[config.mk]
export PLATFORM = sky130hd
export DESIGN_NAME = lsh_ctrl
export DESIGN_NICKNAME = d
export VERILOG_FILES = /design/src/hdl/lsh_pkg.sv /design/src/hdl/lsh_ctrl.sv
export SDC_FILE = /design/constraint.sdc
export NUM_CORES = 1
export LEC_CHECK = 0
export BUFFER_PORTS_ARGS = -buffer_cell sky130_fd_sc_hd__buf_2
export CORE_MARGIN = 2
export CORE_UTILIZATION = 45
export CTS_CLUSTER_SIZE = 25
export DETAILED_ROUTE_END_ITERATION = 10
export HOLD_SLACK_MARGIN = 0.1
export PLACE_DENSITY = 0.75
export SLEW_MARGIN = 20
export SYNTH_ARGS = -nofsm -noshare
export SYNTH_HDL_FRONTEND = slang
export SYNTH_SLANG_ARGS = --single-unit
[constraint.sdc]
create_clock -name clk_i -period 2.5 [get_ports clk_i]
set_clock_uncertainty 0.2 [all_clocks]
set_input_delay 0.5 -clock clk_i [delete_from_list [all_inputs] [get_ports clk_i]]
set_output_delay 0.5 -clock clk_i [all_outputs]
set_load 0.02 [all_outputs]
[src/hdl/lsh_pkg.sv]
// shared constants, types and tables for the lane steering block
`default_nettype none
package lsh_pkg;
  localparam int AngleFracBitsDef = 12;
  localparam logic [14:0] ThRightLo = 15'd13271;
  localparam logic [14:0] ThRightHi = 15'd24986;
  localparam logic [14:0] ThLeftLo  = 15'd655;
  localparam logic [14:0] ThLeftHi  = 15'd12042;
  localparam logic [14:0] ThHorLo   = 15'd11469;
  localparam logic [14:0] ThHorHi   = 15'd14254;
  localparam logic signed [18:0] PiQ16 = 19'sd205887;
  localparam logic signed [18:0] HalfPiQ16 = 19'sd102944;
  localparam logic signed [17:0] CordicKQ14 = 18'sd9949;
  localparam int CordicSteps = 16;

  localparam logic [2:0] REG_MID  = 3'd0;
  localparam logic [2:0] REG_ROI  = 3'd1;
  localparam logic [2:0] REG_KP   = 3'd2;
  localparam logic [2:0] REG_KI   = 3'd3;
  localparam logic [2:0] REG_KD   = 3'd4;

  typedef struct packed {
    logic line_go;
    logic frame_go;
    logic sc_start;
    logic sc_step;
    logic sc_sel_right;
    logic geo_go;
    logic [2:0] geo_phase;
    logic at_start;
    logic at_norm;
    logic at_step;
    logic pid_go;
    logic [1:0] pid_phase;
    logic clear_frame;
  } lsh_cmd_t;

  typedef struct packed {
    logic at_norm_done;
    logic special;
  } lsh_sts_t;

  function automatic logic signed [18:0] atan_q16(input logic [3:0] i);
    case (i)
      4'd0: return 19'sd51472;
      4'd1: return 19'sd30386;
      4'd2: return 19'sd16055;
      4'd3: return 19'sd8150;
      4'd4: return 19'sd4091;
      4'd5: return 19'sd2047;
      4'd6: return 19'sd1024;
      4'd7: return 19'sd512;
      4'd8: return 19'sd256;
      4'd9: return 19'sd128;
      4'd10: return 19'sd64;
      4'd11: return 19'sd32;
      4'd12: return 19'sd16;
      4'd13: return 19'sd8;
      4'd14: return 19'sd4;
      default: return 19'sd2;
    endcase
  endfunction
endpackage
`default_nettype wire

[src/hdl/lsh_ctrl.sv]
// controller sequencing frame-end computation
`default_nettype none
module lsh_ctrl (
  input  wire logic clk_i,
  input  wire logic rst_ni,
  input  wire logic in_valid_i,
  input  wire logic in_op_i,
  output logic in_ready_o,
  output logic out_valid_o,
  input  wire logic out_ready_i,
  input  wire lsh_pkg::lsh_sts_t sts_i,
  output lsh_pkg::lsh_cmd_t cmd_o,
  output logic [3:0] step_o
);
  import lsh_pkg::*;
  localparam logic [3:0] S_IDLE = 4'd0, S_RUN = 4'd1, S_SC1 = 4'd2, S_G0A = 4'd3,
    S_SC2 = 4'd4, S_G0B = 4'd5, S_GEO = 4'd6, S_ATS = 4'd7, S_ATN = 4'd8,
    S_ATI = 4'd9, S_PID = 4'd10, S_OUT = 4'd11;
  logic [3:0] st_q, st_d;
  logic [3:0] cnt_q, cnt_d;
  logic ov_q, ov_d;

  always_comb begin
    st_d = st_q; cnt_d = cnt_q; ov_d = ov_q;
    cmd_o = '0;
    step_o = cnt_q;
    in_ready_o = (st_q == S_IDLE) && !ov_q;
    if (ov_q && out_ready_i) ov_d = 1'b0;
    case (st_q)
      S_IDLE: if (in_valid_i && in_ready_o) begin
        if (!in_op_i) cmd_o.line_go = 1'b1;
        else begin cmd_o.frame_go = 1'b1; st_d = S_RUN; end
      end
      S_RUN: begin
        if (sts_i.special) begin st_d = S_PID; cnt_d = '0; end
        else begin cmd_o.sc_start = 1'b1; st_d = S_SC1; cnt_d = '0; end
      end
      S_SC1: begin
        cmd_o.sc_step = 1'b1; cnt_d = cnt_q + 4'd1;
        if (cnt_q == 4'd15) st_d = S_G0A;
      end
      S_G0A: begin
        cmd_o.geo_go = 1'b1; cmd_o.geo_phase = 3'd0;
        cmd_o.sc_sel_right = 1'b1; cmd_o.sc_start = 1'b1; st_d = S_SC2;
      end
      S_SC2: begin
        cmd_o.sc_sel_right = 1'b1; cmd_o.sc_step = 1'b1; cnt_d = cnt_q + 4'd1;
        if (cnt_q == 4'd15) st_d = S_G0B;
      end
      S_G0B: begin
        cmd_o.geo_go = 1'b1; cmd_o.geo_phase = 3'd0; cmd_o.sc_sel_right = 1'b1;
        st_d = S_GEO; cnt_d = 4'd1;
      end
      S_GEO: begin
        cmd_o.geo_go = 1'b1; cmd_o.geo_phase = cnt_q[2:0]; cnt_d = cnt_q + 4'd1;
        if (cnt_q == 4'd5) st_d = S_ATS;
      end
      S_ATS: begin cmd_o.at_start = 1'b1; st_d = S_ATN; end
      S_ATN: begin
        cmd_o.at_norm = 1'b1;
        if (sts_i.at_norm_done) begin st_d = S_ATI; cnt_d = '0; end
      end
      S_ATI: begin
        cmd_o.at_step = 1'b1; cnt_d = cnt_q + 4'd1;
        if (cnt_q == 4'd15) begin st_d = S_PID; cnt_d = '0; end
      end
      S_PID: begin
        cmd_o.pid_go = 1'b1; cmd_o.pid_phase = cnt_q[1:0]; cnt_d = cnt_q + 4'd1;
        if (cnt_q == 4'd2) st_d = S_OUT;
      end
      S_OUT: begin
        if (!ov_q) begin ov_d = 1'b1; st_d = S_IDLE; cmd_o.clear_frame = 1'b1; end
      end
      default: st_d = S_IDLE;
    endcase
  end
  assign out_valid_o = ov_q;

  always_ff @(posedge clk_i or negedge rst_ni) begin
    if (!rst_ni) begin st_q <= S_IDLE; cnt_q <= '0; ov_q <= 1'b0; end
    else begin st_q <= st_d; cnt_q <= cnt_d; ov_q <= ov_d; end
  end
endmodule
`default_nettype wire

Word-level counts from Yosys, hierarchy flattened --
Index checks and enable logic that the tools add are counted.
Word-level totals: bits in registers 9, latch bits 0, memory bits (writable) 0, bits in read-only memories 0, output and inout port bits 22, memories kept 0
Cells by class: $add $sub $neg 1, multiply operators 0, divide/modulo/power cells 0, magnitude comparators 0, equal/unequal tests 23, shifts and indexed selects 0, mux-type cells 32, bitwise logic cells 0, reduce and logical (&&, ||, !) cells 12
Operators with widths (number):
- 4-bit 2-to-1 mux | 12
- 4-bit one-hot mux with 12 select lines | 1
- 4-bit by 3-bit equality test with 1-bit output, second input constant | 5
- 4-bit equality test, second input constant | 5
- 4-bit one-hot mux with 5 select lines | 1
- 2-bit inequality test, second input constant | 8
- 1-bit 2-to-1 mux | 13
- 4-bit by 2-bit equality test with 1-bit output, second input constant | 3
- 9-bit AND reduction | 1
- 4-bit one-hot mux with 2 select lines | 1
- 5-bit nonzero test | 1
- 4-bit by 1-bit adder with 4-bit output, second input constant | 1
- 4-bit by 1-bit equality test with 1-bit output, second input constant | 1
- 4-bit zero test | 1
- 2-bit 2-to-1 mux | 2
- 2-bit OR reduction | 2
- 4-bit OR reduction | 1
- 1-bit logical AND | 3
- 3-bit 2-to-1 mux | 1
- 3-bit OR reduction | 1
- 2-bit by 1-bit inequality test with 1-bit output, second input constant | 1
- 1-bit one-hot mux with 2 select lines | 1
- 2-bit AND reduction | 1
- 1-bit zero test | 1

Logic depth before layout (Yosys ltp) --
Gate-level depths: netlist of run 1.
depth after elaboration 5, gate-level depth with buffers 6, mapped depth without buffers 6

Least setup slack after synthesis of run 1 --
No wires, ideal clock.
kind register to output, from register st_q[1], to output port cmd_o[15] (netlist bit), arrival 1.457 ns, data required time 1.800 ns, slack 0.343 ns, cell stages (with the launch flop) 6, path buffers 1, cells stage by stage dfrtp_1 buf_6 nor4_2 and2b_1 nand2_1 nor2_1
RTL lines:
- start, declared | line lsh_ctrl.sv:19 | logic [3:0] st_q, st_d;
- start signal, assigned | line lsh_ctrl.sv:81 | else begin st_q <= st_d; cnt_q <= cnt_d; ov_q <= ov_d; end
- end, declared | line lsh_ctrl.sv:12 | output lsh_pkg::lsh_cmd_t cmd_o,

==> metrics.yaml, run 1 <==
synth_top_family_by_area: "simple AND/OR/NAND/NOR gates"
post_synth_xor_area_fraction_pct: 4.06
synthAdderAreaFrac_pct: 4.35
cts-buffers-inserted: 3
final.period_utilization_pct: 96.1
placed_cell_area_sq_um: 1020
synth.mux.area_fraction_pct: 3.04
timing.fmax_mhz: 416
critical_path_required_ps: 1800
drive_gt1_share_pct: 40.8
start_util_pct: 48.9
netlist_instances: 98
crit_slowest_cell: "dfrtp_1"
holdCritStartpoint: "out_ready_i"
dieHeight_microns: 47.8
power_density_nw_per_um2: 1300
grtUsageTotal_pct: 21.4
drt_iter0_drc: 19
seq_area_frac_synth_pct: 26.1
r2r-end: "st_q[0]"
syn_area_sq_um: 863
p_clk_share_pct: 9.1
power.share.combinational_pct: 65.5
swShare_pct: 51.6
maximum_number_of_pins_on_one_net_before_global_route_repair: 15
reg2reg_depth: 5
critical_path.n_buffers_inverters: 1
ctsRootBufferMaster: "clkbuf_4"
arr_time_crit_path_ps: 1700
layout.cells.most_common: "buf_2"
power.static_leakage_nw: 0.560
grt_pass1_vias: 783
period_minus_slack_ps: 2400
result_of_the_run: "finished, final reports clean"
area_growth_syn_to_layout_pct: 22.0
fp.dieW_microns: 47.8
critical_path_cell_count: 4
postSynthRegisterBits: 9
finalHoldViolCount: 0
critical_path.top_delay_family: "simple AND/OR/NAND/NOR gates"
worst-setup-path-type: "flip-flop to output port"
synth.yosys.warnings: 0
crit-reg2reg-launch: "st_q[0]"
cts_buffer_depth: 2
postSynthAreaPerCell_sq_um: 8.81
worst-path-max-fanout: 12
dp_cells: 150
cts_max_level: 1
power.sequential.fraction_pct: 25.4
drtAntennaViolNets: 0
final_cell_area_sq_um: 1050
dieArea_sq_um: 2280
worst_pin_slew_ps: 370
rsz0062_at_grt: "no"
dp_hpwl_mm: 1.65
synth_area_leaders: "dfrtp_1 26%, ha_1 4.3%, buf_6 3.9%, and2_1 3.6%, nand2_1 3.5%"
yosys.cell_types.count: 47
max_stage_delay_ps: 560
tns_ps: 0
place_congestion: 0.893
power.net_switching_w: 0.000707
tritoncts: "built"
cap_violations: 0
post-synth-top-area-cell: "dfrtp_1"
synth-compound-area-share_pct: 17.1
internal_power_w: 0.000664
dr.pass1.iters: 4
ir_worst_vdd_v: 0.000647
drt_drc_violations_left: 0
buffer_ports.inserted: 28
grt_antenna_before_repair: 0
cp-start-kind: "flip-flop"
setup_viol: 0
timing.critical_path.from: "st_q[2]"
routed_via_density: 5.30
synthSimpleGateAreaFrac_pct: 38.0
worst_setup_path_endpoint: "cmd_o[9]"
critical_path.endpoint_type: "output port"
core-area_sq_um: 1760
worst_setup_hold_path_clk_slew_ps: 70
p_total_w: 0.00137
max_slew_headroom_at_the_worst_pin_pct: 75.3
synth.top_cell.area_share_pct: 26.1
rrSetupSlack_ps: 580
fin_cells: 155
design.final.nets: 141
most-common-layout-cells: "28 x buf_2, 8 x nand2_1, 8 x dfrtp_1"
antenna_cells: 0
first_pass_grt_wire_length_mm: 3.39
wire_per_inst_microns: 14.0
ioPinCount: 29
final_max_slew_viol_count: 0
synth_nets: 108
detail_route.wirelength_mm: 2.18
grt_overflow: 0
setup_bufs_post_cts: 0
worst_skew_pair.late_latency_ps: 280
hp-class: "input pin to flip-flop"
num_rows: 15
cts_sinks: 9
timing.critical_path.cells: "or2b_4 > nor2b_1 > and2_1 > buf_2"
route.vias.total: 822
[kinds of logic (layout without fill, tap and decap cells)]
family | Yosys count | in the layout
flops | 9 | 9
simple gates | 50 | 50
buf+inv | 9 | 41
mux | 2 | 2
xor+xnor | 4 | 4
fa+ha+maj | 3 | 3
compound gates | 21 | 21
[metal layers]
layer | vias to the layer above | wire length [microns] | global-route usage (%)
li1 | 405 | - | -
met4 | 0 | 25 | 9.73
met5 | - | 0 | 0
met2 | 24 | 1130 | 33.6
met1 | 388 | 921 | 27.8
met3 | 5 | 102 | 4.91
[synth_stat cells (all sizes together)]
| library cell | n |
|---|---|
| nor2b | 3 |
| and2 | 6 |
| a211oi | 1 |
| o21bai | 1 |
| xor2 | 1 |
| nor3 | 4 |
| nor4b | 1 |
| ha | 3 |
| nor2 | 9 |
| nor3b | 1 |
| nand3 | 5 |
| nand2b | 4 |
| nand2 | 8 |
| a21oi | 5 |
| xnor2 | 3 |
| nand3b | 1 |
| a21boi | 2 |
| inv | 4 |
| buf | 5 |
| nor4 | 1 |
| and3 | 1 |
| nand4 | 1 |
| a221oi | 1 |
| a22o | 1 |
| o221ai | 1 |
| o21ai | 6 |
| a21o | 3 |
| dfrtp | 9 |
| and2b | 2 |
| mux2 | 2 |
| nand4b | 1 |
| or2b | 2 |
[flip-flops by register name, summed over array words and instances, names as in the netlist]
register     flops
out_valid_o      1
st_q             4
step_o           4
[per-stage QoR]
stage | util [%] | hold WS [ps] | worst slack [ps]
final | 59.7 | 289 | 97.3
after global routing | 59.7 | 304 | 1.91
after CTS | 59.6 | 298 | 58.7
after detailed placement | 57.6 | 171 | 352
after global placement | 57.6 | 164 | 409
after floorplan | - | 4.41 | 343
[power by group through the flow]
stage	Combinational (W)	Clock [W]	Sequential (W)
finish	0.000898	0.000125	0.000348
global route	0.000984	0.000128	0.000366
CTS	0.000898	0.000124	0.000344
detailed placement	0.000888	0	0.000345
global placement	0.000865	0	0.000342
floorplan	0.000726	0	0.000309
[tightest hold or removal path: cells and delay by family]
kind	cells	cell delay, ps
AO/OA/AOI/OAI	1	100
buffers and inverters	2	140
[layout make-up]
type                       count  area (sq um)
timing repair buffer          33           180
fill                         171           711
inverter                       4          15.0
sequential                     9           226
multi-input combinational     80           574
tap                           25          31.3
clock buffer                   4          26.3
[repair_timing]
| item | 4_1_cts | 5_1_grt |
|---|---|---|
| gates resized for setup | 0 | 1 |
| endpoints found under the hold margin | 9 | 0 |
| setup endpoints to repair | 0 | 6 |
| hold buffers | 1 | 0 |
[worst min-delay path by stage]
stage | cells past startpoint | slack [ps] | to
after floorplan | 0 | 4 | out_valid_o
after global placement | 1 | 160 | step_o[3]
after detailed placement | 1 | 170 | step_o[3]
after CTS | 3 | 300 | out_valid_o
after global routing | 3 | 300 | out_valid_o
final | 3 | 290 | out_valid_o
No activity file was read; power rests on OpenSTA's default activity.
==> run 2: changes to the inputs <==
CTS_BUF_LIST = sky130_fd_sc_hd__clkbuf_8   (was unset)
==> metrics.yaml, run 2 (same netlist as run 1, synthesis figures left out) <==
tritoncts: "built"
dp_worst_setup_slack_ps: 352
ir_worst_vdd_v: 0.000714
worst_setup_hold_path_clk_slew_ps: 50
cts-buffers-inserted: 3
worst_pin_slew_ps: 371
first_pass_grt_wire_length_mm: 3.44
fin_util_pct: 60.8
dieArea_sq_um: 2280
drtAntennaViolNets: 0
timing.fmax_mhz: 425
period_minus_slack_ps: 2350
grtUsageTotal_pct: 21.7
tns_ps: 0
timing.critical_path.from: "st_q[2]"
design.final.nets: 141
cts_buffer_depth: 2
route.vias.total: 819
drive_gt1_share_pct: 40.8
final-seq-area_sq_um: 226
dr.pass1.iters: 4
buffer_ports.inserted: 28
cp-start-kind: "flip-flop"
layout.cells.most_common: "buf_2"
grt_pass1_vias: 772
detail_route.wirelength_mm: 2.15
routed_via_density: 5.28
dp_hpwl_mm: 1.65
final_max_slew_viol_count: 0
place_congestion: 0.893
worst_skew_pair.late_latency_ps: 240
worst-setup-path-type: "flip-flop to output port"
cts_sinks: 9
critical_path_required_ps: 1800
final.period_utilization_pct: 94.0
result_of_the_run: "finished, final reports clean"
timing.critical_path.cells: "or2b_4 > nor2b_1 > and2_1 > buf_2"
hp-class: "input pin to flip-flop"
area_growth_syn_to_layout_pct: 24.2
most-common-layout-cells: "28 x buf_2, 8 x nand2_1, 8 x dfrtp_1"
antenna_cells: 0
power.static_leakage_nw: 0.572
fp.dieW_microns: 47.8
maximum_number_of_pins_on_one_net_before_global_route_repair: 15
multiInputGateArea_sq_um: 574
ioPinCount: 29
critical_path.endpoint_type: "output port"
holdCritStartpoint: "out_ready_i"
arr_time_crit_path_ps: 1650
rsz0062_at_grt: "no"
finalHoldViolCount: 0
cap_violations: 0
max_stage_delay_ps: 550
drt_drc_violations_left: 0
ctsRootBufferMaster: "clkbuf_8"
max_slew_headroom_at_the_worst_pin_pct: 75.3
wire_per_inst_microns: 13.9
drt_iter0_drc: 29
dieHeight_microns: 47.8
crit-reg2reg-launch: "st_q[0]"
grt_overflow: 0
grt_antenna_before_repair: 0
setup_ws_ps: 149
fill_cells: 167
setup_viol: 0
p_total_w: 0.00142
start_util_pct: 48.9
core-area_sq_um: 1760
num_rows: 15
power_density_nw_per_um2: 1330
cts_max_level: 1
worst-path-max-fanout: 12
crit_slowest_cell: "dfrtp_1"
-- run 2: repair_timing --
action                                  CTS  global route
endpoints found under the setup margin    0             2
resized for setup                         0             1
buffers inserted                          0             0
hold buffers                              1             0
endpoints found under the hold margin     9             0
-- run 2: worst paths after layout --
kind	endpoint	slack, ps	cells past startpoint
worst max-delay path	cmd_o[9]	150	4
worst min-delay path	out_valid_o	330	3
worst max register to register	st_q[0]	590	5
worst min register to register	out_valid_o	420	1
max in group asynchronous	st_q[1]	1450	2
min in group asynchronous	step_o[3]	440	2
-- run 2: final cells by class --
class	instances	share of cell area, %
clock buffers	3	3.85
flip-flops and latches	9	21.1
well taps	25	2.92
clock inverters	1	0.350
repair buffers	33	16.8
multi-input cells	80	53.6
inverters	4	1.40
-- run 2: power breakdown --
| group | switching (W) | internal, W | total [W] |
|---|---|---|---|
| clock | 0.0000669 | 0.000108 | 0.000175 |
| sequential | 0.000146 | 0.000203 | 0.000349 |
| combinational | 0.000499 | 0.000400 | 0.000899 |
-- run 2: stage by stage --
stage	std cells	instance area, sq um	hold slack (ps)
global route	155	1070	337
CTS	155	1070	338
detailed placement	150	1020	171
floorplan	98	863	4.41
finish	155	1070	333
global placement	150	1020	164
-- run 2: per-layer routing --
| layer | global-route usage, % | vias to the layer above | wire (microns) |
|---|---|---|---|
| met5 | 0 | - | 0 |
| met4 | 7.03 | 0 | 16 |
| met3 | 5.28 | 6 | 78 |
| met2 | 34.9 | 22 | 1130 |
| met1 | 28.5 | 389 | 932 |
| li1 | - | 402 | - |
-- run 2: worst max-delay path, delay by kind of cell (launching register included) --
family / cells / cell delay (ps)
buffers and inverters: 1 / 160
AND/OR/NAND/NOR: 3 / 700
flip-flops: 1 / 550
==> run 3: changes to the inputs <==
CORE_ASPECT_RATIO = 1.25   (was unset)
==> metrics.yaml, run 3 (same netlist as run 1, synthesis figures left out) <==
dieArea_sq_um: 2290
antenna_cells: 0
power_density_nw_per_um2: 1300
tritoncts: "built"
reg2reg_depth: 6
setup_bufs_post_cts: 0
final.period_utilization_pct: 92.4
detail_route.wirelength_mm: 1.88
fin_cells: 148
place_congestion: 0.848
worst_setup_hold_path_clk_slew_ps: 40
drt_iter0_drc: 5
cts-buffers-inserted: 3
worst_pin_slew_ps: 313
worst_skew_pair.late_latency_ps: 230
route.vias.total: 785
cap_violations: 0
drt_drc_violations_left: 0
first_pass_grt_wire_length_mm: 3.22
hold_ws_ps: 346
start_util_pct: 48.3
cp-start-kind: "flip-flop"
num_rows: 17
tns_ps: 0
ctsRootBufferMaster: "clkbuf_8"
routed_via_density: 5.30
drtAntennaViolNets: 0
most-common-layout-cells: "28 x buf_2, 8 x nand2_1, 8 x dfrtp_1"
worst-path-max-fanout: 9
design.final.nets: 140
layout.cells.most_common: "buf_2"
holdCritStartpoint: "out_ready_i"
dp_hpwl_mm: 1.44
fp.dieW_microns: 43.2
crit-reg2reg-launch: "st_q[2]"
max_slew_headroom_at_the_worst_pin_pct: 79.2
cts_buffer_depth: 2
cts_max_level: 1
grt_pass1_vias: 742
period_minus_slack_ps: 2310
core-area_sq_um: 1790
grt_overflow: 0
final_max_slew_viol_count: 0
arr_time_crit_path_ps: 1610
rrSetupSlack_ps: 630
ir_worst_vdd_v: 0.000555
power.static_leakage_nw: 0.566
setup_viol: 0
holdPathEnd: "out_valid_o"
grtUsageTotal_pct: 18.2
critical_path.endpoint_type: "output port"
worst-setup-path-type: "flip-flop to output port"
maximum_number_of_pins_on_one_net_before_global_route_repair: 15
finalHoldViolCount: 0
cts_sinks: 9
grt_antenna_before_repair: 0
timing.fmax_mhz: 433
drive_gt1_share_pct: 40.3
dr.pass1.iters: 4
dp_cells: 143
dieHeight_microns: 53.0
area_growth_syn_to_layout_pct: 22.5
critical_path_required_ps: 1800
ioPinCount: 29
rsz0062_at_grt: "no"
buffer_ports.inserted: 28
result_of_the_run: "finished, final reports clean"
r2r-end: "st_q[0]"
worstHoldPathCells: 3
wire_per_inst_microns: 12.7
hp-class: "input pin to flip-flop"
## run 3: cell types whose count changed in the layout (fill, tap and decap cells not counted)
cell   change
buf_4      -1
## run 3: repair_timing
item,in CTS,in global routing
hold endpoints to repair,9,0
gates resized for setup,0,1
hold buffers,1,0
setup endpoints to repair,0,1
## run 3: metrics by stage
| step | utilization (%) | total power [W] | setup slack [ps] | area (sq um) |
|---|---|---|---|---|
| 6_report | 59.2 | 0.00138 | 191 | 1060 |
| 5_1_grt | 59.2 | 0.00149 | 53.7 | 1060 |
| 4_1_cts | 59.1 | 0.00138 | 163 | 1060 |
| 3_5_place_dp | 56.0 | 0.00121 | 416 | 1000 |
| 3_3_place_gp | 56.0 | 0.00119 | 471 | 1000 |
| 2_1_floorplan | - | 0.00104 | 343 | 863 |
## run 3: metal layers
metal,vias up,part of all wire [%],GRT usage [%]
li1,399,-,-
met1,363,45,22.4
met2,19,50,32.6
met3,4,3.9,2.05
met4,0,0.80,6.06
met5,-,0,0
## run 3: critical path, cell delays in order (launching register included)
cell and delay (ps):
dfrtp_1 510, or2b_4 340, nor2b_1 200, and2_1 160, buf_2 160
## run 3: how the worst max path moves through the flow
stage	slack (ps)	from	endpoint
detailed placement	420	st_q[1]	cmd_o[11]
finish	190	st_q[2]	cmd_o[7]
global route	50	st_q[2]	cmd_o[9]
floorplan	340	st_q[1]	cmd_o[15]
CTS	160	st_q[1]	cmd_o[11]
global placement	470	st_q[2]	cmd_o[9]
## run 3: cell type report
type / instances / area [sq um]
Fill cell: 174 / 729
Multi-Input combinational cell: 80 / 574
Sequential cell: 9 / 226
Timing Repair Buffer: 32 / 173
Clock buffer: 3 / 41.3
Tap cell: 19 / 23.8
Inverter: 4 / 15.0
Clock inverter: 1 / 3.75
## run 3: where the power goes
part           internal [W]  switching [W]  leakage (nW)
sequential         0.000203       0.000137         0.116
clock              0.000107      0.0000567        0.0269
combinational      0.000393       0.000482         0.424
